**src/rtl/ppc_pkg.sv**
```systemverilog
// Shared types, protocol constants and class codes of the packet classifier.
package ppc_pkg;

	localparam int PATTERN_BYTES_DEF = 4;

	localparam logic [31:0] MATCH_PATTERN_RESET = 32'h4854_5450;
	localparam logic [15:0] ETHERTYPE_IPV4 = 16'h0800;
	localparam int ETH_HDR_BYTES = 14;

	localparam logic [7:0] PROTO_ICMP = 8'd1;
	localparam logic [7:0] PROTO_IGMP = 8'd2;
	localparam logic [7:0] PROTO_TCP = 8'd6;
	localparam logic [7:0] PROTO_UDP = 8'd17;
	localparam logic [7:0] PROTO_OSPF = 8'd89;

	localparam logic [15:0] PORT_SMTP = 16'd25;
	localparam logic [15:0] PORT_HTTP = 16'd80;
	localparam logic [15:0] PORT_DNS = 16'd53;
	localparam logic [15:0] PORT_SSDP = 16'd1900;

	typedef enum logic [3:0] {
		CLS_NON_IP = 4'd0,
		CLS_OTHER_IP = 4'd1,
		CLS_ICMP = 4'd2,
		CLS_IGMP = 4'd3,
		CLS_OSPF = 4'd4,
		CLS_TCP = 4'd5,
		CLS_SMTP = 4'd6,
		CLS_HTTP = 4'd7,
		CLS_UDP = 4'd8,
		CLS_DNS = 4'd9,
		CLS_SSDP = 4'd10
	} ppc_class_t;

	// Everything kept about one frame; also the hand-off from capture to classify.
	typedef struct packed {
		logic [47:0] dest_mac;
		logic [47:0] source_mac;
		logic [15:0] ether_kind;
		logic [3:0]  ihl;
		logic [7:0]  proto;
		logic [31:0] source_ip;
		logic [31:0] dest_ip;
		logic [31:0] ports;
		logic [3:0]  tcp_offset;
		logic [7:0]  tcp_flags;
		logic [15:0] frame_length;
		logic        pattern_seen;
		logic [15:0] match_start;
	} ppc_frame_t;

	typedef struct packed {
		ppc_class_t  packet_class;
		logic [15:0] ether_kind;
		logic [47:0] source_mac;
		logic [47:0] dest_mac;
		logic [31:0] source_ip;
		logic [31:0] dest_ip;
		logic [7:0]  ip_proto;
		logic [15:0] source_port;
		logic [15:0] dest_port;
		logic [7:0]  tcp_flag_bits;
		logic [15:0] frame_length;
	} ppc_result_t;

endpackage

```
**src/rtl/ppc_capture.sv**
```systemverilog
// Per-frame header field capture and payload marker search.
module ppc_capture
	import ppc_pkg::*;
#(
	parameter int PATTERN_BYTES = PATTERN_BYTES_DEF
) (
	input  logic             clk,
	input  logic             arst_n,
	input  logic             fire,
	input  logic [7:0]       byte_value,
	input  logic             last_byte,
	input  logic [31:0]      match_pattern,
	output ppc_frame_t       frame_next
);

	localparam int WIN_W = 8 * PATTERN_BYTES;
	localparam int FILL_W = $clog2(PATTERN_BYTES + 1);

	ppc_frame_t         frame_q;
	logic [WIN_W-1:0]   window_q;
	logic [FILL_W-1:0]  fill_q;

	logic [WIN_W+7:0]   window_wide;
	logic [WIN_W-1:0]   window_next;
	logic [FILL_W-1:0]  fill_next;
	logic [63:0]        pattern_ext;
	logic [15:0]        p;
	logic [3:0]         ihl_next;
	logic [6:0]         l4_start;
	logic [15:0]        l4_rel;
	logic [2:0]         dmac_idx;
	logic [2:0]         smac_idx;
	logic [1:0]         sip_idx;
	logic [1:0]         dip_idx;
	logic [1:0]         port_idx;

	always_comb begin
		p = frame_q.frame_length;
		frame_next = frame_q;

		dmac_idx = 3'(3'd5 - p[2:0]);
		smac_idx = 3'(4'd11 - p[3:0]);
		sip_idx = 2'(5'd29 - p[4:0]);
		dip_idx = 2'(6'd33 - p[5:0]);

		if (p < 16'd6) begin
			frame_next.dest_mac[{dmac_idx, 3'b000} +: 8] = byte_value;
		end else if (p < 16'd12) begin
			frame_next.source_mac[{smac_idx, 3'b000} +: 8] = byte_value;
		end else if (p == 16'd12) begin
			frame_next.ether_kind[15:8] = byte_value;
		end else if (p == 16'd13) begin
			frame_next.ether_kind[7:0] = byte_value;
		end

		ihl_next = (p == 16'(ETH_HDR_BYTES)) ? byte_value[3:0] : frame_q.ihl;
		frame_next.ihl = ihl_next;
		if (p == 16'd23) begin
			frame_next.proto = byte_value;
		end
		if (p >= 16'd26 && p < 16'd30) begin
			frame_next.source_ip[{sip_idx, 3'b000} +: 8] = byte_value;
		end
		if (p >= 16'd30 && p < 16'd34) begin
			frame_next.dest_ip[{dip_idx, 3'b000} +: 8] = byte_value;
		end

		// The L4 header position follows the header length seen on this very byte.
		l4_start = 7'(ETH_HDR_BYTES) + 7'({ihl_next, 2'b00});
		l4_rel = p - {9'b0, l4_start};
		port_idx = 2'(2'd3 - l4_rel[1:0]);
		if (p >= {9'b0, l4_start} && l4_rel < 16'd4) begin
			frame_next.ports[{port_idx, 3'b000} +: 8] = byte_value;
		end
		if (p == {9'b0, l4_start} + 16'd12) begin
			frame_next.tcp_offset = byte_value[7:4];
		end
		if (p == {9'b0, l4_start} + 16'd13) begin
			frame_next.tcp_flags = byte_value;
		end

		// Marker search over the most recent bytes.
		window_wide = {window_q, byte_value};
		window_next = window_wide[WIN_W-1:0];
		pattern_ext = {32'b0, match_pattern};
		fill_next = (fill_q < FILL_W'(PATTERN_BYTES)) ? FILL_W'(fill_q + 1'b1) : fill_q;
		if (fill_next >= FILL_W'(PATTERN_BYTES) && window_next == pattern_ext[WIN_W-1:0]) begin
			frame_next.pattern_seen = 1'b1;
			frame_next.match_start = p - 16'(PATTERN_BYTES - 1);
		end

		if (p != 16'hFFFF) begin
			frame_next.frame_length = p + 16'd1;
		end
	end

	always_ff @(posedge clk or negedge arst_n) begin
		if (!arst_n) begin
			frame_q <= '0;
			window_q <= '0;
			fill_q <= '0;
		end else if (fire) begin
			if (last_byte) begin
				frame_q <= '0;
				window_q <= '0;
				fill_q <= '0;
			end else begin
				frame_q <= frame_next;
				window_q <= window_next;
				fill_q <= fill_next;
			end
		end
	end

endmodule

```
**src/rtl/ppc_classify.sv**
```systemverilog
// Class decision and field masking for one completed frame.
module ppc_classify
	import ppc_pkg::*;
(
	input  ppc_frame_t  frame,
	output ppc_result_t result
);

	logic        is_ip;
	logic        is_tcp;
	logic        is_udp;
	logic [15:0] sp;
	logic [15:0] dp;
	logic [7:0]  payload_start;
	logic        match_ok;
	ppc_class_t  cls;

	always_comb begin
		is_ip = frame.ether_kind == ETHERTYPE_IPV4;
		is_tcp = is_ip && frame.proto == PROTO_TCP;
		is_udp = is_ip && frame.proto == PROTO_UDP;
		sp = frame.ports[31:16];
		dp = frame.ports[15:0];
		payload_start = 8'(ETH_HDR_BYTES) + 8'({frame.ihl, 2'b00})
			+ 8'({frame.tcp_offset, 2'b00});
		match_ok = frame.pattern_seen && frame.match_start >= {8'b0, payload_start};

		cls = CLS_NON_IP;
		if (is_ip) begin
			case (frame.proto)
				PROTO_ICMP: cls = CLS_ICMP;
				PROTO_IGMP: cls = CLS_IGMP;
				PROTO_OSPF: cls = CLS_OSPF;
				PROTO_TCP: begin
					if (sp == PORT_SMTP || dp == PORT_SMTP) begin
						cls = CLS_SMTP;
					end else if ((sp == PORT_HTTP || dp == PORT_HTTP) && match_ok) begin
						cls = CLS_HTTP;
					end else begin
						cls = CLS_TCP;
					end
				end
				PROTO_UDP: begin
					if (sp == PORT_DNS || dp == PORT_DNS) begin
						cls = CLS_DNS;
					end else if (sp == PORT_SSDP || dp == PORT_SSDP) begin
						cls = CLS_SSDP;
					end else begin
						cls = CLS_UDP;
					end
				end
				default: cls = CLS_OTHER_IP;
			endcase
		end

		result.packet_class = cls;
		result.ether_kind = frame.ether_kind;
		result.source_mac = frame.source_mac;
		result.dest_mac = frame.dest_mac;
		result.source_ip = is_ip ? frame.source_ip : 32'b0;
		result.dest_ip = is_ip ? frame.dest_ip : 32'b0;
		result.ip_proto = is_ip ? frame.proto : 8'b0;
		result.source_port = (is_tcp || is_udp) ? sp : 16'b0;
		result.dest_port = (is_tcp || is_udp) ? dp : 16'b0;
		result.tcp_flag_bits = is_tcp ? frame.tcp_flags : 8'b0;
		result.frame_length = frame.frame_length;
	end

endmodule

```
**src/rtl/packet_protocol_classifier_core.sv**
```systemverilog
// Top level of the Ethernet / IPv4 / L4 packet classifier.
//
// The core takes one captured frame as a stream of byte beats, starting at the Ethernet
// destination address, one beat per clock when the input is kept full and in_ready stays
// high; the last beat of a frame is flagged with last_byte. It keeps the MAC addresses,
// EtherType, IPv4 header length, protocol and addresses, the L4 ports, the TCP data offset
// and flags, and searches the TCP payload for a PATTERN_BYTES-long marker held in the
// match_pattern register (first marker byte in the high bits, reset value "HTTP"). For every
// frame it delivers exactly one result beat: the class (non-IP, other IP, ICMP, IGMP, OSPF,
// TCP, SMTP, HTTP, UDP, DNS or SSDP) together with the header fields; header bytes that
// never arrived read as zero and the length saturates at 65535. Each byte passes through the
// input register into the capture logic, and the result of a frame reaches the output through
// the hand-off and output registers. The three registers (input, frame hand-off, output) each
// have their own stall condition, so a waiting result holds up only the last byte of the
// next frame. The pattern register may be written only while no frame is in flight.

module packet_protocol_classifier_core
	import ppc_pkg::*;
#(
	parameter int PATTERN_BYTES = PATTERN_BYTES_DEF
) (
	input  logic        clk,
	input  logic        arst_n,

	input  logic        cfg_valid,
	output logic        cfg_ready,
	input  logic [31:0] cfg_data,

	input  logic        in_valid,
	output logic        in_ready,
	input  logic [7:0]  byte_value,
	input  logic        last_byte,

	output logic        out_valid,
	input  logic        out_ready,
	output logic [3:0]  packet_class,
	output logic [15:0] ether_kind,
	output logic [47:0] source_mac,
	output logic [47:0] dest_mac,
	output logic [31:0] source_ip,
	output logic [31:0] dest_ip,
	output logic [7:0]  ip_proto,
	output logic [15:0] source_port,
	output logic [15:0] dest_port,
	output logic [7:0]  tcp_flag_bits,
	output logic [15:0] frame_length
);

	logic [31:0] match_pattern_q;

	logic        valid_s1;
	logic [7:0]  byte_s1;
	logic        last_s1;

	logic        valid_s2;
	ppc_frame_t  frame_s2;

	logic        out_valid_q;
	ppc_result_t result_q;

	ppc_frame_t  frame_next;
	ppc_result_t result_next;

	logic        out_free;
	logic        s2_free;
	logic        s1_go;

	// The pattern register accepts a write in every cycle.
	assign cfg_ready = 1'b1;

	always_ff @(posedge clk or negedge arst_n) begin
		if (!arst_n) begin
			match_pattern_q <= MATCH_PATTERN_RESET;
		end else if (cfg_valid) begin
			match_pattern_q <= cfg_data;
		end
	end

	// Stall chain. Only a last byte needs room in the hand-off register, so ordinary bytes
	// keep flowing while a finished frame waits at the output.
	assign out_free = !out_valid_q || out_ready;
	assign s2_free = !valid_s2 || out_free;
	assign s1_go = valid_s1 && (!last_s1 || s2_free);
	assign in_ready = !valid_s1 || s1_go;

	always_ff @(posedge clk or negedge arst_n) begin
		if (!arst_n) begin
			valid_s1 <= 1'b0;
		end else if (in_ready) begin
			valid_s1 <= in_valid;
		end
	end

	always_ff @(posedge clk) begin
		if (in_valid && in_ready) begin
			byte_s1 <= byte_value;
			last_s1 <= last_byte;
		end
	end

	ppc_capture #(
		.PATTERN_BYTES(PATTERN_BYTES)
	) u_capture (
		.clk           (clk),
		.arst_n        (arst_n),
		.fire          (s1_go),
		.byte_value    (byte_s1),
		.last_byte     (last_s1),
		.match_pattern (match_pattern_q),
		.frame_next    (frame_next)
	);

	// Hand-off register: the completed frame, including the effect of its last byte.
	always_ff @(posedge clk or negedge arst_n) begin
		if (!arst_n) begin
			valid_s2 <= 1'b0;
		end else if (s2_free) begin
			valid_s2 <= s1_go && last_s1;
		end
	end

	always_ff @(posedge clk) begin
		if (s2_free && s1_go && last_s1) begin
			frame_s2 <= frame_next;
		end
	end

	ppc_classify u_classify (
		.frame  (frame_s2),
		.result (result_next)
	);

	// Output register holds the result beat until it is taken.
	always_ff @(posedge clk or negedge arst_n) begin
		if (!arst_n) begin
			out_valid_q <= 1'b0;
		end else if (out_free) begin
			out_valid_q <= valid_s2;
		end
	end

	always_ff @(posedge clk) begin
		if (out_free && valid_s2) begin
			result_q <= result_next;
		end
	end

	assign out_valid = out_valid_q;
	assign packet_class = result_q.packet_class;
	assign ether_kind = result_q.ether_kind;
	assign source_mac = result_q.source_mac;
	assign dest_mac = result_q.dest_mac;
	assign source_ip = result_q.source_ip;
	assign dest_ip = result_q.dest_ip;
	assign ip_proto = result_q.ip_proto;
	assign source_port = result_q.source_port;
	assign dest_port = result_q.dest_port;
	assign tcp_flag_bits = result_q.tcp_flag_bits;
	assign frame_length = result_q.frame_length;

endmodule
```
**config.mk**
```make
export PLATFORM = sky130hd
export DESIGN_NAME = packet_protocol_classifier_core
export DESIGN_NICKNAME = d
export VERILOG_FILES = /design/src/rtl/ppc_pkg.sv /design/src/rtl/ppc_capture.sv /design/src/rtl/ppc_classify.sv /design/src/rtl/packet_protocol_classifier_core.sv
export SDC_FILE = /design/constraint.sdc
export NUM_CORES = 1
export LEC_CHECK = 0
export BUFFER_PORTS_ARGS = -buffer_cell sky130_fd_sc_hd__buf_2
export CELL_PAD_IN_SITES_DETAIL_PLACEMENT = 1
export CELL_PAD_IN_SITES_GLOBAL_PLACEMENT = 1
export CORE_MARGIN = 4
export CORE_UTILIZATION = 49
export DETAILED_ROUTE_END_ITERATION = 10
export PLACE_DENSITY_LB_ADDON = 0.1
export SLEW_MARGIN = 5
export SYNTH_ARGS = -nofsm -noshare
export SYNTH_HDL_FRONTEND = slang
export SYNTH_SLANG_ARGS = --single-unit
```
**constraint.sdc**
```tcl
create_clock -name clk -period 15.4 [get_ports clk]
set_clock_uncertainty 0.05 [all_clocks]
set_input_delay 0.77 -clock clk [delete_from_list [all_inputs] [get_ports clk]]
set_output_delay 0.77 -clock clk [all_outputs]
set_load 0.005 [all_outputs]
```
==> results of run 1 <==
## state kept, by name, indices dropped and copies added, names as in the netlist, 24 cells and up
signal / count
dest_ip: 32
u_capture.frame_q: 248
match_pattern_q: 32
u_capture.window_q: 24
frame_s2: 264
dest_mac: 48
source_mac: 48
source_ip: 32
## worst max-delay path by stage
stage,endpoint,startpoint,slack (ns),cells past startpoint
after CTS,frame_s2[62],u_capture.p[5],9.05,16
after global routing,frame_s2[54],u_capture.p[5],8.37,16
final,frame_s2[47],u_capture.p[5],9.03,15
after detailed placement,frame_s2[62],u_capture.p[5],9.11,16
after global placement,frame_s2[48],u_capture.p[5],9.38,16
after floorplan,frame_s2[100],out_ready,2.02,6
## cell usage after synthesis (3+ instances only)
| master | number | area [sq um] |
|---|---|---|
| nor4_2 | 3 | 37.54 |
| nand2_1 | 319 | 1197 |
| o2bb2ai_1 | 7 | 61.31 |
| nand3_1 | 105 | 525.5 |
| buf_2 | 12 | 60.06 |
| edfxtp_1 | 517 | 15520 |
| xor2_1 | 23 | 201.4 |
| o21ai_0 | 138 | 690.7 |
| dfrtp_1 | 316 | 7908 |
| nor4_1 | 21 | 131.4 |
| or3_1 | 4 | 25.02 |
| nor4b_1 | 5 | 43.79 |
| nand2b_1 | 40 | 250.2 |
| a22oi_1 | 59 | 442.9 |
| and4_1 | 5 | 43.79 |
| nand3b_1 | 3 | 22.52 |
| nor2b_1 | 42 | 262.8 |
| nor2_1 | 65 | 244.0 |
| a211oi_1 | 5 | 37.54 |
| o22a_1 | 32 | 280.3 |
| inv_1 | 31 | 116.4 |
| nor3_1 | 30 | 150.1 |
| xnor2_1 | 47 | 411.6 |
| mux2i_1 | 12 | 120.1 |
| a21oi_1 | 116 | 580.6 |
| dfstp_2 | 10 | 262.8 |
| a31oi_1 | 5 | 31.28 |
| a21o_1 | 16 | 120.1 |
| nor3b_1 | 5 | 37.54 |
| ha_1 | 28 | 350.3 |
| clkbuf_1 | 158 | 593.1 |
| and2_1 | 108 | 675.7 |
| a22o_1 | 153 | 1340 |
| o21a_1 | 28 | 210.2 |
| mux2_2 | 137 | 1543 |
| and3_1 | 16 | 100.1 |
| nand4b_1 | 3 | 26.28 |
| a2111oi_0 | 3 | 26.28 |
| o31ai_1 | 11 | 82.58 |
| or4_1 | 3 | 22.52 |
| buf_1 | 8 | 30.03 |
| a21boi_0 | 7 | 52.55 |
| nand4_1 | 20 | 125.1 |
## layout by cell type, fill, tap and decap left out, drive strengths merged, types with 11 or more instances in the layout
cell type  count
xor2          23
nor4          25
mux2i         13
a21oi        116
and2         108
nor3          30
edfxtp       517
xnor2         47
o21ai        140
o21a          28
and3          16
o22a          32
inv           39
o31ai         11
nor2b         42
buf          332
nor2          65
a21o          16
mux2         137
ha            28
nand3        105
clkbuf       115
a22o         153
nand2        319
dfrtp        316
clkinv        32
nand2b        40
a22oi         59
nand4         20
## cell families (layout without fill, tap and decap cells)
kind of cell             count (synthesis)  in the layout  share of synthesized area, %
XOR/XNOR                                70             70                         1.734
AO/OA/AOI/OAI                          598            598                         11.67
other                                    1              2                       0.01061
AND/OR/NAND/NOR                        805            805                         11.34
adder cells (fa/ha/maj)                 30             30                         1.104
buffers and inverters                  212            530                         2.308
flip-flops                             843            843                         67.03
multiplexers                           151            151                         4.806
## power groups by stage
stage	Clock, mW	Combinational, mW	Sequential (mW)
floorplan	0	0.297	2.68
global placement	0	0.487	2.67
detailed placement	0	0.506	2.68
CTS	2.21	0.510	2.63
global route	2.32	0.557	2.64
finish	2.16	0.507	2.63
## per-layer routing
metal | vias to the layer above | track usage [%] | wire (um) | part of all wire, %
li1 | 10470 | - | - | -
met1 | 12290 | 35.16 | 42460 | 43
met2 | 736 | 43.08 | 49010 | 49
met3 | 165 | 4.283 | 5445 | 5.5
met4 | 0 | 8.088 | 2845 | 2.9
met5 | - | 0 | 0 | 0
## through the flow
stage / std cells / total power [mW] / setup slack (ns) / cell area (sq um)
6_report: 3979 / 5.303 / 9.025 / 40660
5_1_grt: 3978 / 5.518 / 8.375 / 40660
4_1_cts: 3978 / 5.356 / 9.053 / 40660
3_5_place_dp: 3812 / 3.181 / 9.108 / 37680
3_3_place_gp: 3812 / 3.154 / 9.381 / 37680
2_1_floorplan: 2710 / 2.980 / 2.019 / 35350
## critical path: cells and delay by family, from the launching register on
family	cells	cell delay, ns
adders and majority gates	1	0.37
AOI/OAI and AO/OA	7	1.79
and+or+nand+nor	3	1.25
DFF	1	0.70
muxes	1	0.68
buffers and inverters	2	1.10
xor gates and xnor gates	1	0.16
## layout make-up
type                    count  area share (%)
multi-input cells        1655           26.78
well taps                 950           2.923
repair buffers            332           4.394
inverters                  32          0.2954
clock inverters            51           1.231
flip-flops and latches    843           58.27
diodes                      1        0.006154
clock buffers             115           6.096
==> summary.md, run 1 <==
| Metric | Value |
|---|---|
| Switching Fraction | `25.35%` |
| Post-synth EDFFs | `517` |
| Clock root buffer | `clkbuf_16` |
| Period utilization | `41.40%` |
| Syn Nets | `~2800` |
| Psw | `~1.3 mW` |
| Htree depth | `3` |
| Setup violations, final | `0` |
| Yosys warning count | `0` |
| Clock sinks | `843` |
| Pleak | `16.36 nW` |
| Clk slew on worst S/H paths | `0.06 ns` |
| Initial antenna violation count | `0` |
| Total grt overflow | `0` |
| Top FF cell, synth | `edfxtp_1` |
| Fin. max-slew vios | `0` |
| Seq/Total Area, Yosys | `67.03%` |
| Maximum vdd drop | `0.00009230 V` |
| Setup CP Type | `flop to flop` |
| Worst Path Arrival | `6.79 ns` |
| Share of total power in the clock network | `a little over 40%` |
| Cts hold-fix bufs | `0` |
| Maxcap violations | `0` |
| R2R Path End | `frame_s2[47]` |
| Layout Nets | `3029` |
| Layout cells sized above 1 | `21.33%` |
| CP startpoint kind | `flop` |
| Vias in the first global route | `25340` |
| First-pass GRT wire length | `155000 um` |
| CP most frequent cell | `a21oi_1` |
| Slew headroom | `17.22%` |
| Reg-to-reg slack, setup | `9.03 ns` |
| Worst Path Required | `roughly 16 ns` |
| Die Wd | `276.6 um` |
| Final Core Density | `a little under three fifths` |
| Clk_lat worst skew | `0.65 ns` |
| CP max stage cell | `buf_4` |
| DR vias/cell | `between 5 and 6` |
| Unrepaired setup endpoints after global routing | `false` |
| Final antenna-violating net count | `0` |
| Max FO, Critical Path | `95` |
| Largest net degree at the start of global routing | `~160` |
| Max Root-Sink Buffers | `3` |
| Detailed Route Iter0 Violations | `2169` |
| Post-Synthesis Cell Area | `0.03535 sq mm` |
| CP Cell Sequence | `nor4_2 > nand4_1 > mux2i_1 > xnor2_1 > ha_1 > nand2b_1 > a21oi_1 > o21ai_0 > o21bai_1 > o211ai_1 > a2111oi_4 > buf_4 > buf_4 > a21oi_1 > a21oi_1` |
| P_int | `3.958 mW` |
| Filler cells | `just over 7000` |
| Post-Syn Area per Cell | `13.04 sq um` |
| Initial core utilization | `49.45%` |
| Hold slack | `about 0.065 ns` |
| Synth Instances | `2710` |
| DRT Wirelength | `99770 um` |
| Worst slew pin tran | `~1.2 ns` |
| Chip Height | `276.6 um` |
| Comb pwr share | `9.6%` |
| CP peak stage delay | `between 0.7 and 0.8 ns` |
| Crit. End Element | `flop` |
| Outcome | `complete, no violations` |
| Seq pwr share | `49.6%` |
| CTS tree | `yes` |
| Gpl congestion | `between 0.8 and 0.9` |
| Post-CTS Setup Repair Bufs | `0` |
| DRT Pass-1 Iters | `5` |
| Final Hold Violating Endpoints | `0` |
| Post-DP HPWL | `64270 um` |
| Post-synthesis to final-layout area growth | `15.02%` |
| Multi-input logic area | `0.01089 sq mm` |
| Max Fclk | `between 0.15 and 0.2 GHz` |
| Synth Register Bits | `~840` |
| Final Critical Period | `6.375 ns` |
| Via count | `23660` |
| Synth cell types | `70` |
| Sum Neg Setup Slack | `0 ns` |
| Async S/R FF share, synth | `38.67%` |
| Tightest Hold Check Type | `primary input to asynchronous set/reset pin` |
| Row cnt | `98` |
| Post-CTS Resized | `0` |
| IO Count | `293` |
| Power Density | `roughly 130 mW/mm^2` |
| Die Area | `0.07651 sq mm` |
| Register area | `~0.024 sq mm` |
| I/O Buffers | `291` |
| Core area | `just over 0.07 sq mm` |
| Gr usage total | `25.85%` |
| Reg-to-reg startpoint | `u_capture.p[5]` |
| Total CTS buffers | `89` |
| Worst r2r path cells | `15` |
| WL per Instance | `around 25 um` |
| Number of remaining DRC errors | `0` |
Note: power is estimated with default switching activity, not from simulation.
==> run 2: changes to the inputs <==
==> constraint.sdc (replaced) <==
create_clock -name clk -period 6.1 [get_ports clk]
set_clock_uncertainty 0.05 [all_clocks]
set_input_delay 0.305 -clock clk [delete_from_list [all_inputs] [get_ports clk]]
set_output_delay 0.305 -clock clk [all_outputs]
set_load 0.005 [all_outputs]
==> summary.md, run 2 (synthesis gave the netlist of run 1 again) <==
| Metric | Value |
|---|---|
| Row cnt | `98 (unchanged)` |
| P_int | `10.03 mW (+150%)` |
| DR vias/cell | `5.899 (-0.78%)` |
| Initial antenna violation count | `1 (+1)` |
| Gr usage total | `25.84% (about the same)` |
| Max Fclk | `0.1826 GHz (+16%)` |
| Final antenna-violating net count | `0 (unchanged)` |
| Power Density | `325.8 mW/mm^2 (+150%)` |
| Via count | `23740 (+0.37%)` |
| Pleak | `16.60 nW (+1.4%)` |
| Post-DP HPWL | `63840 um (-0.67%)` |
| Fin. max-slew vios | `0 (unchanged)` |
| Crit. End Element | `flop` |
| Biggest regs | `frame_s2 x264, u_capture.frame_q x248` |
| Clk slew on worst S/H paths | `0.06 ns (about the same)` |
| Slew headroom | `16.07% (-1.1 points)` |
| Worst slew pin tran | `1.256 ns (+0.02405 ns)` |
| Fin cells | `4025 (+1.2%)` |
| Most frequent cells in the layout | `edfxtp_1 (517), nand2_1 (318), dfrtp_1 (316)` |
| CTS tree | `yes` |
| Maximum vdd drop | `0.0002784 V (+200%)` |
| CP Cell Sequence | `nor4_1 > nand4_1 > buf_4 > mux2i_1 > inv_1 > xnor2_1 > ha_1 > a211oi_1 > o21ai_0 > a2111oi_0 > mux2i_1 > mux2_2 > a2111oi_4 > buf_4 > a21oi_1 > a21oi_1` |
| Psw | `3.401 mW (+150%)` |
| Metal-1 WL | `42820 um (+0.84%)` |
| IO Count | `293 (unchanged)` |
| Layout cells sized above 1 | `21.12% (-0.21 points)` |
| CP startpoint kind | `flop` |
| Detailed Route Iter0 Violations | `1831 (-16%)` |
| Post-DP Area | `0.03779 sq mm (+0.30%)` |
| Period utilization | `89.78% (+48 points)` |
| Htree depth | `3 (unchanged)` |
| Share of total power in the clock network | `40.8% (about the same)` |
| Unrepaired setup endpoints after global routing | `false` |
| Final Hold Violating Endpoints | `0 (unchanged)` |
| DRT Wirelength | `99980 um (+0.21%)` |
| Worst Path Arrival | `5.90 ns (-0.89 ns)` |
| Final Critical Period | `5.477 ns (-0.8985 ns)` |
| Outcome | `complete, no violations` |
| Core area | `0.07149 sq mm (unchanged)` |
| Die Wd | `276.6 um (unchanged)` |
| Sum Neg Setup Slack | `0 ns (unchanged)` |
| Largest net degree at the start of global routing | `162 (+0.62%)` |
| I/O Buffers | `291 (unchanged)` |
| Setup CP Type | `flop to flop` |
| WL per Instance | `24.84 um (-0.93%)` |
| Die Area | `0.07651 sq mm (unchanged)` |
| CP peak stage delay | `0.59 ns (-0.14 ns)` |
| Comb pwr share | `9.8% (+0.2 points)` |
| Vias in the first global route | `25650 (+1.3%)` |
| Max FO, Critical Path | `29 (-69%)` |
| Initial core utilization | `49.45% (unchanged)` |
| Post-synthesis to final-layout area growth | `16.59%` |
| Max reg flops | `264 (unchanged)` |
| WL met2 | `49820 um (+1.6%)` |
| First-pass GRT wire length | `155000 um (about the same)` |
| CP max stage cell | `a2111oi_4` |
| DRT Pass-1 Iters | `5 (unchanged)` |
| Reg-to-reg slack, setup | `0.62 ns (-8.40 ns)` |
| Clock sinks | `843 (unchanged)` |
| Total CTS buffers | `87 (-2.2%)` |
| Placed insts | `3817 (+0.13%)` |
| Chip Height | `276.6 um (unchanged)` |
| Clock root buffer | `clkbuf_16` |
| Setup violations, final | `0 (unchanged)` |
| Number of remaining DRC errors | `0 (unchanged)` |
| Largest Register | `frame_s2` |
| Final instance area | `0.04121 sq mm (+1.4%)` |
| Met3 wire len | `4866 um (-11%)` |
| Maxcap violations | `0 (unchanged)` |
| Seq pwr share | `49.4% (-0.2 points)` |
| Layout Nets | `3075 (+1.5%)` |
| Gpl congestion | `0.8370 (-1.6%)` |
| Switching Fraction | `25.32% (about the same)` |
| Filler cells | `7062 (-0.97%)` |
| Commonest non-fill, non-tap cell in the layout | `edfxtp_1` |
| Total grt overflow | `0 (unchanged)` |
| Max Root-Sink Buffers | `3 (unchanged)` |
| Worst Path Required | `6.53 ns (-9.29 ns)` |
| Tightest Hold Check Type | `primary input to flop` |
| Uppermost routed layer | `met4` |
| Clk_lat worst skew | `0.64 ns (about the same)` |
run 2: worst paths after layout:
path                                start                endpoint  depth (start not counted)
max reg2reg                u_capture.p[8]            frame_s2[71]                         16
max in group asynchronous          arst_n   u_capture.frame_q[81]                          3
min in group asynchronous          arst_n  u_capture.frame_q[139]                          2
max                        u_capture.p[8]            frame_s2[71]                         16
min reg2reg                  frame_s2[24]         frame_length[7]                          0
min                             out_ready                valid_s2                          3
run 2: critical path, delay by kind of cell, from the launching register on:
family,cells,cell delay (ns)
muxes,3,0.83
buffers and inverters,3,0.77
adders and majority gates,1,0.26
AOI/OAI and AO/OA,6,1.95
and+or+nand+nor,2,0.75
xor gates and xnor gates,1,0.15
DFF,1,0.57
run 2: final cells by class:
cell class	instances	area, sq um	share of cell area, %
flip-flops and latches	843	23700	57.49
multi-input cells	1655	10890	26.42
clock buffers	117	2462	5.974
repair buffers	380	2330	5.653
well taps	950	1189	2.884
clock inverters	46	523.0	1.269
inverters	32	120.1	0.2914
diodes	2	5.005	0.01214
run 2: timing repair:
| item | in CTS | in global routing |
|---|---|---|
| endpoints found under the setup margin | 0 | 0 |
| resized for setup | 0 | 0 |
| hold buffers | 43 | 0 |
| endpoints found under the hold margin | 132 | 0 |
| setup buffers | 0 | 0 |
run 2: per-stage QoR:
| step | hold WS (ns) | utilization (%) | total power, mW | worst slack (ns) |
|---|---|---|---|---|
| CTS | 0.005603 | 57.65 | 13.55 | 0.6213 |
| global placement | 0.3359 | 52.87 | 7.970 | 0.8398 |
| global route | 0.04044 | 57.65 | 13.96 | 0.03987 |
| floorplan | -0.04059 | - | 7.460 | 0.5043 |
| finish | 0.04634 | 57.65 | 13.43 | 0.6235 |
| detailed placement | 0.3369 | 52.87 | 8.043 | 0.6024 |
run 2: metal layers:
| layer | global-route usage, % | up-vias |
|---|---|---|
| met1 | 34.91 | 12410 |
| li1 | - | 10540 |
| met2 | 43.87 | 650 |
| met5 | 0 | - |
| met3 | 3.945 | 144 |
| met4 | 7.524 | 0 |
run 2: power groups by stage:
stage	logic, mW	clock network [mW]	registers [mW]
final	1.31	5.48	6.64
after global routing	1.44	5.84	6.67
after CTS	1.32	5.59	6.64
after detailed placement	1.29	0	6.75
after global placement	1.24	0	6.74
after floorplan	0.750	0	6.71
==> run 3: changes to the inputs <==
--- a/config.mk
+++ b/config.mk
@@ -5,11 +5,11 @@
 export SDC_FILE = /design/constraint.sdc
 export NUM_CORES = 1
 export LEC_CHECK = 0
-export BUFFER_PORTS_ARGS = -buffer_cell sky130_fd_sc_hd__buf_2
+export ABC_AREA = 1
+export BUFFER_PORTS_ARGS = -buffer_cell sky130_fd_sc_hd__clkbuf_2
 export CELL_PAD_IN_SITES_DETAIL_PLACEMENT = 1
 export CELL_PAD_IN_SITES_GLOBAL_PLACEMENT = 1
-export CORE_MARGIN = 4
-export CORE_UTILIZATION = 49
+export CORE_UTILIZATION = 48
 export DETAILED_ROUTE_END_ITERATION = 10
 export PLACE_DENSITY_LB_ADDON = 0.1
 export SLEW_MARGIN = 5
==> summary.md, run 3 <==
| Metric | Value |
|---|---|
| Top-count cell post-synth | `inv_1` |
| Commonest non-fill, non-tap cell in the layout | `inv_1` |
| Max reg flops | `264 (unchanged)` |
| GR Util met2 | `47.28% (+3.4 points)` |
| Biggest regs | `frame_s2 x264, u_capture.frame_q x248` |
| CP max stage cell | `nand3_4` |
| Setup CP Type | `flop to flop` |
| Post-synthesis to final-layout area growth | `16.27%` |
| Post-CTS Setup Repair Bufs | `0 (unchanged)` |
| Post-synth EDFFs | `517 (unchanged)` |
| Clk_lat worst skew | `0.65 ns (about the same)` |
| Yosys warning count | `0 (unchanged)` |
| Post-Synthesis Cell Area | `0.03545 sq mm (+0.28%)` |
| R2R Path End | `u_capture.frame_q[69]` |
| Vias in the first global route | `27190 (+6.0%)` |
| Outcome | `complete, no violations` |
| Post-DP HPWL | `68400 um (+7.1%)` |
| Worst slew pin tran | `1.373 ns (+0.1166 ns)` |
| Post-CTS Resized | `0 (unchanged)` |
| Cell count along the critical path | `26 (+10)` |
| DRT Pass-1 Iters | `5 (unchanged)` |
| Reg-to-reg startpoint | `u_capture.p[1]` |
| Syn Nets | `3335 (+20%)` |
| Seq/Total Area, Yosys | `66.84% (-0.19 points)` |
| Clock sinks | `843 (unchanged)` |
| Clk slew on worst S/H paths | `0.06 ns (about the same)` |
| Setup Slack @ Placement | `1.171 ns (+0.5684 ns)` |
| DRT Wirelength | `102700 um (+2.7%)` |
| Largest net degree at the start of global routing | `204 (+26%)` |
| Total grt overflow | `0 (unchanged)` |
| WL per Instance | `22.26 um (-10%)` |
| Crit path buf inv count | `3 (unchanged)` |
| Die Area | `0.07494 sq mm (-2.0%)` |
| Core area | `0.07296 sq mm (+2.1%)` |
| Post-Syn Area per Cell | `10.88 sq um (-17%)` |
| Layout cells sized above 1 | `16.34% (-4.8 points)` |
| Post-synth top area share | `43.79% (-0.12 points)` |
| Synth Instances | `3259 (+20%)` |
| Filler cells | `7759 (+9.9%)` |
| CTS tree | `yes` |
| Max Fclk | `0.2009 GHz (+10%)` |
| Async S/R FF share, synth | `38.67% (unchanged)` |
| GRT Max-Usage Layer | `met2` |
| Die Wd | `273.8 um (-1.0%)` |
| Number of remaining DRC errors | `0 (unchanged)` |
| Htree depth | `3 (unchanged)` |
| CP peak stage delay | `0.61 ns (+0.02 ns)` |
| Fin. max-slew vios | `0 (unchanged)` |
| Critical path origin | `u_capture.p[1]` |
| Initial antenna violation count | `0 (-1)` |
| Setup crit end | `u_capture.frame_q[69]` |
| Pleak | `18.87 nW (+14%)` |
| Routing usage on met3 | `4.447% (+0.50 points)` |
| Crit. End Element | `flop` |
| Detailed Route Iter0 Violations | `1947 (+6.3%)` |
| Chip Height | `273.8 um (-1.0%)` |
| Gr usage total | `27.72% (+1.9 points)` |
| Placed insts | `4402 (+15%)` |
| Layout Nets | `3653 (+19%)` |
| Global Route met1 Usage | `36.54% (+1.6 points)` |
| Maxcap violations | `0 (unchanged)` |
| Power Density | `324.4 mW/mm^2 (-0.43%)` |
| Synth Register Bits | `843 (unchanged)` |
| Final antenna-violating net count | `0 (unchanged)` |
| Sum Neg Setup Slack | `0 ns (unchanged)` |
| Unrepaired setup endpoints after global routing | `false` |
| Worst Path Arrival | `5.45 ns (-0.45 ns)` |
| Post-route setup slack | `1.122 ns (+0.4981 ns)` |
| Cell taking the most area after synthesis | `edfxtp_1` |
| Worst Path Required | `6.57 ns (+0.04 ns)` |
| Final Critical Period | `4.978 ns (-0.4981 ns)` |
| Max Root-Sink Buffers | `3 (unchanged)` |
| Gpl congestion | `0.8846 (+5.7%)` |
| Total CTS buffers | `88 (+1.1%)` |
| Top FF cell, synth | `edfxtp_1` |
| Clock root buffer | `clkbuf_16` |
| Period utilization | `81.61% (-8.2 points)` |
| IO Count | `293 (unchanged)` |
| DR vias/cell | `5.485 (-7.0%)` |
| Crit path max-delay family | `simple AND/OR/NAND/NOR gates` |
| Diodes inserted | `0 (-2)` |
| Final Core Density | `56.50% (-1.2 points)` |
| Top cells by area, synth | `edfxtp_1 (44%), dfrtp_1 (22%), inv_1 (5.6%), nand2_1 (5.2%), o21ai_0 (3.3%)` |
| Most frequent cells in the layout | `inv_1 (523), edfxtp_1 (517), nand2_1 (492)` |
| First-pass GRT wire length | `159000 um (+2.6%)` |
| Via count | `25300 (+6.5%)` |
| I/O Buffers | `291 (unchanged)` |
| Initial core utilization | `48.59% (-0.86 points)` |
| Top cells by count, synth | `inv_1 (526), edfxtp_1 (517), nand2_1 (493)` |
| Hold slack | `0.2493 ns (+0.2029 ns)` |
| CP most frequent cell | `nand2_2` |
| Row cnt | `99 (+1.0%)` |
| Max FO, Critical Path | `33 (+14%)` |
| Slew headroom | `8.473% (-7.6 points)` |
| Tightest Hold Check Type | `primary input to asynchronous set/reset pin` |
| Largest Register | `frame_s2` |
| CP startpoint kind | `flop` |
| Maximum vdd drop | `0.0002138 V (-23%)` |
| Reg-to-reg slack, setup | `1.12 ns (+0.50 ns)` |
| Worst r2r path cells | `26 (+10)` |
| Synth cell types | `58 (-17%)` |
| Final Hold Violating Endpoints | `0 (unchanged)` |
| Fin cells | `4612 (+15%)` |
| Setup violations, final | `0 (unchanged)` |
-- run 3: cell families after synthesis --
family / synth area share, %
AO/OA/AOI/OAI: 9.515
XOR/XNOR: 1.211
adder cells (fa/ha/maj): 1.101
buffers and inverters: 7.412
flip-flops: 66.84
multiplexers: 0.5718
other: 0.01058
AND/OR/NAND/NOR: 13.34
-- run 3: worst register-to-register path: cells and delay by family (launching register included) --
family,cells,cell delay (ns)
compound gates,2,0.30
fa+ha+maj,2,0.54
buf+inv,3,0.57
flops,1,0.58
simple gates,19,2.80
-- run 3: metal layers --
layer  up-vias  part of all wire, %
met2       730                   50
li1      11550                    -
met4         0                  2.3
met5         -                    0
met1     12860                   42
met3       158                  5.6
-- run 3: through the flow --
step / area [sq um] / power (mW)
floorplan: 35460 / 7.415
global placement: 37870 / 7.978
detailed placement: 37870 / 8.044
CTS: 41220 / 13.49
global route: 41220 / 13.83
finish: 41220 / 13.37
-- run 3: how the worst min path moves through the flow --
stage,to,slack [ns],cells past startpoint
after floorplan,match_pattern_q[0],-0.04,0
after global placement,dest_mac[35],0.35,0
after detailed placement,source_mac[25],0.36,0
after CTS,u_capture.p[12],0.28,2
after global routing,u_capture.p[10],0.33,2
final,u_capture.p[12],0.25,2
-- run 3: where the power goes --
part           switching (mW)  internal (mW)  total [mW]
clock                    2.28           3.13        5.41
sequential              0.155           6.44        6.60
combinational           0.993          0.371        1.36
-- run 3: cell type report --
cell class                 instances  area [sq um]  share of cell area (%)
sequential                       843         23700                   57.49
tap                              959          1200                   2.911
clock buffer                     110          2356                   5.716
clock inverter                    56         548.0                   1.330
timing repair buffer             373          2242                   5.440
inverter                         535          2019                   4.899
multi-input combinational       1736          9158                   22.22
-- run 3: what timing repair did --
action	in CTS	in global routing
endpoints found under the hold margin	141	0
hold buffers	44	0
setup endpoints to repair	0	0
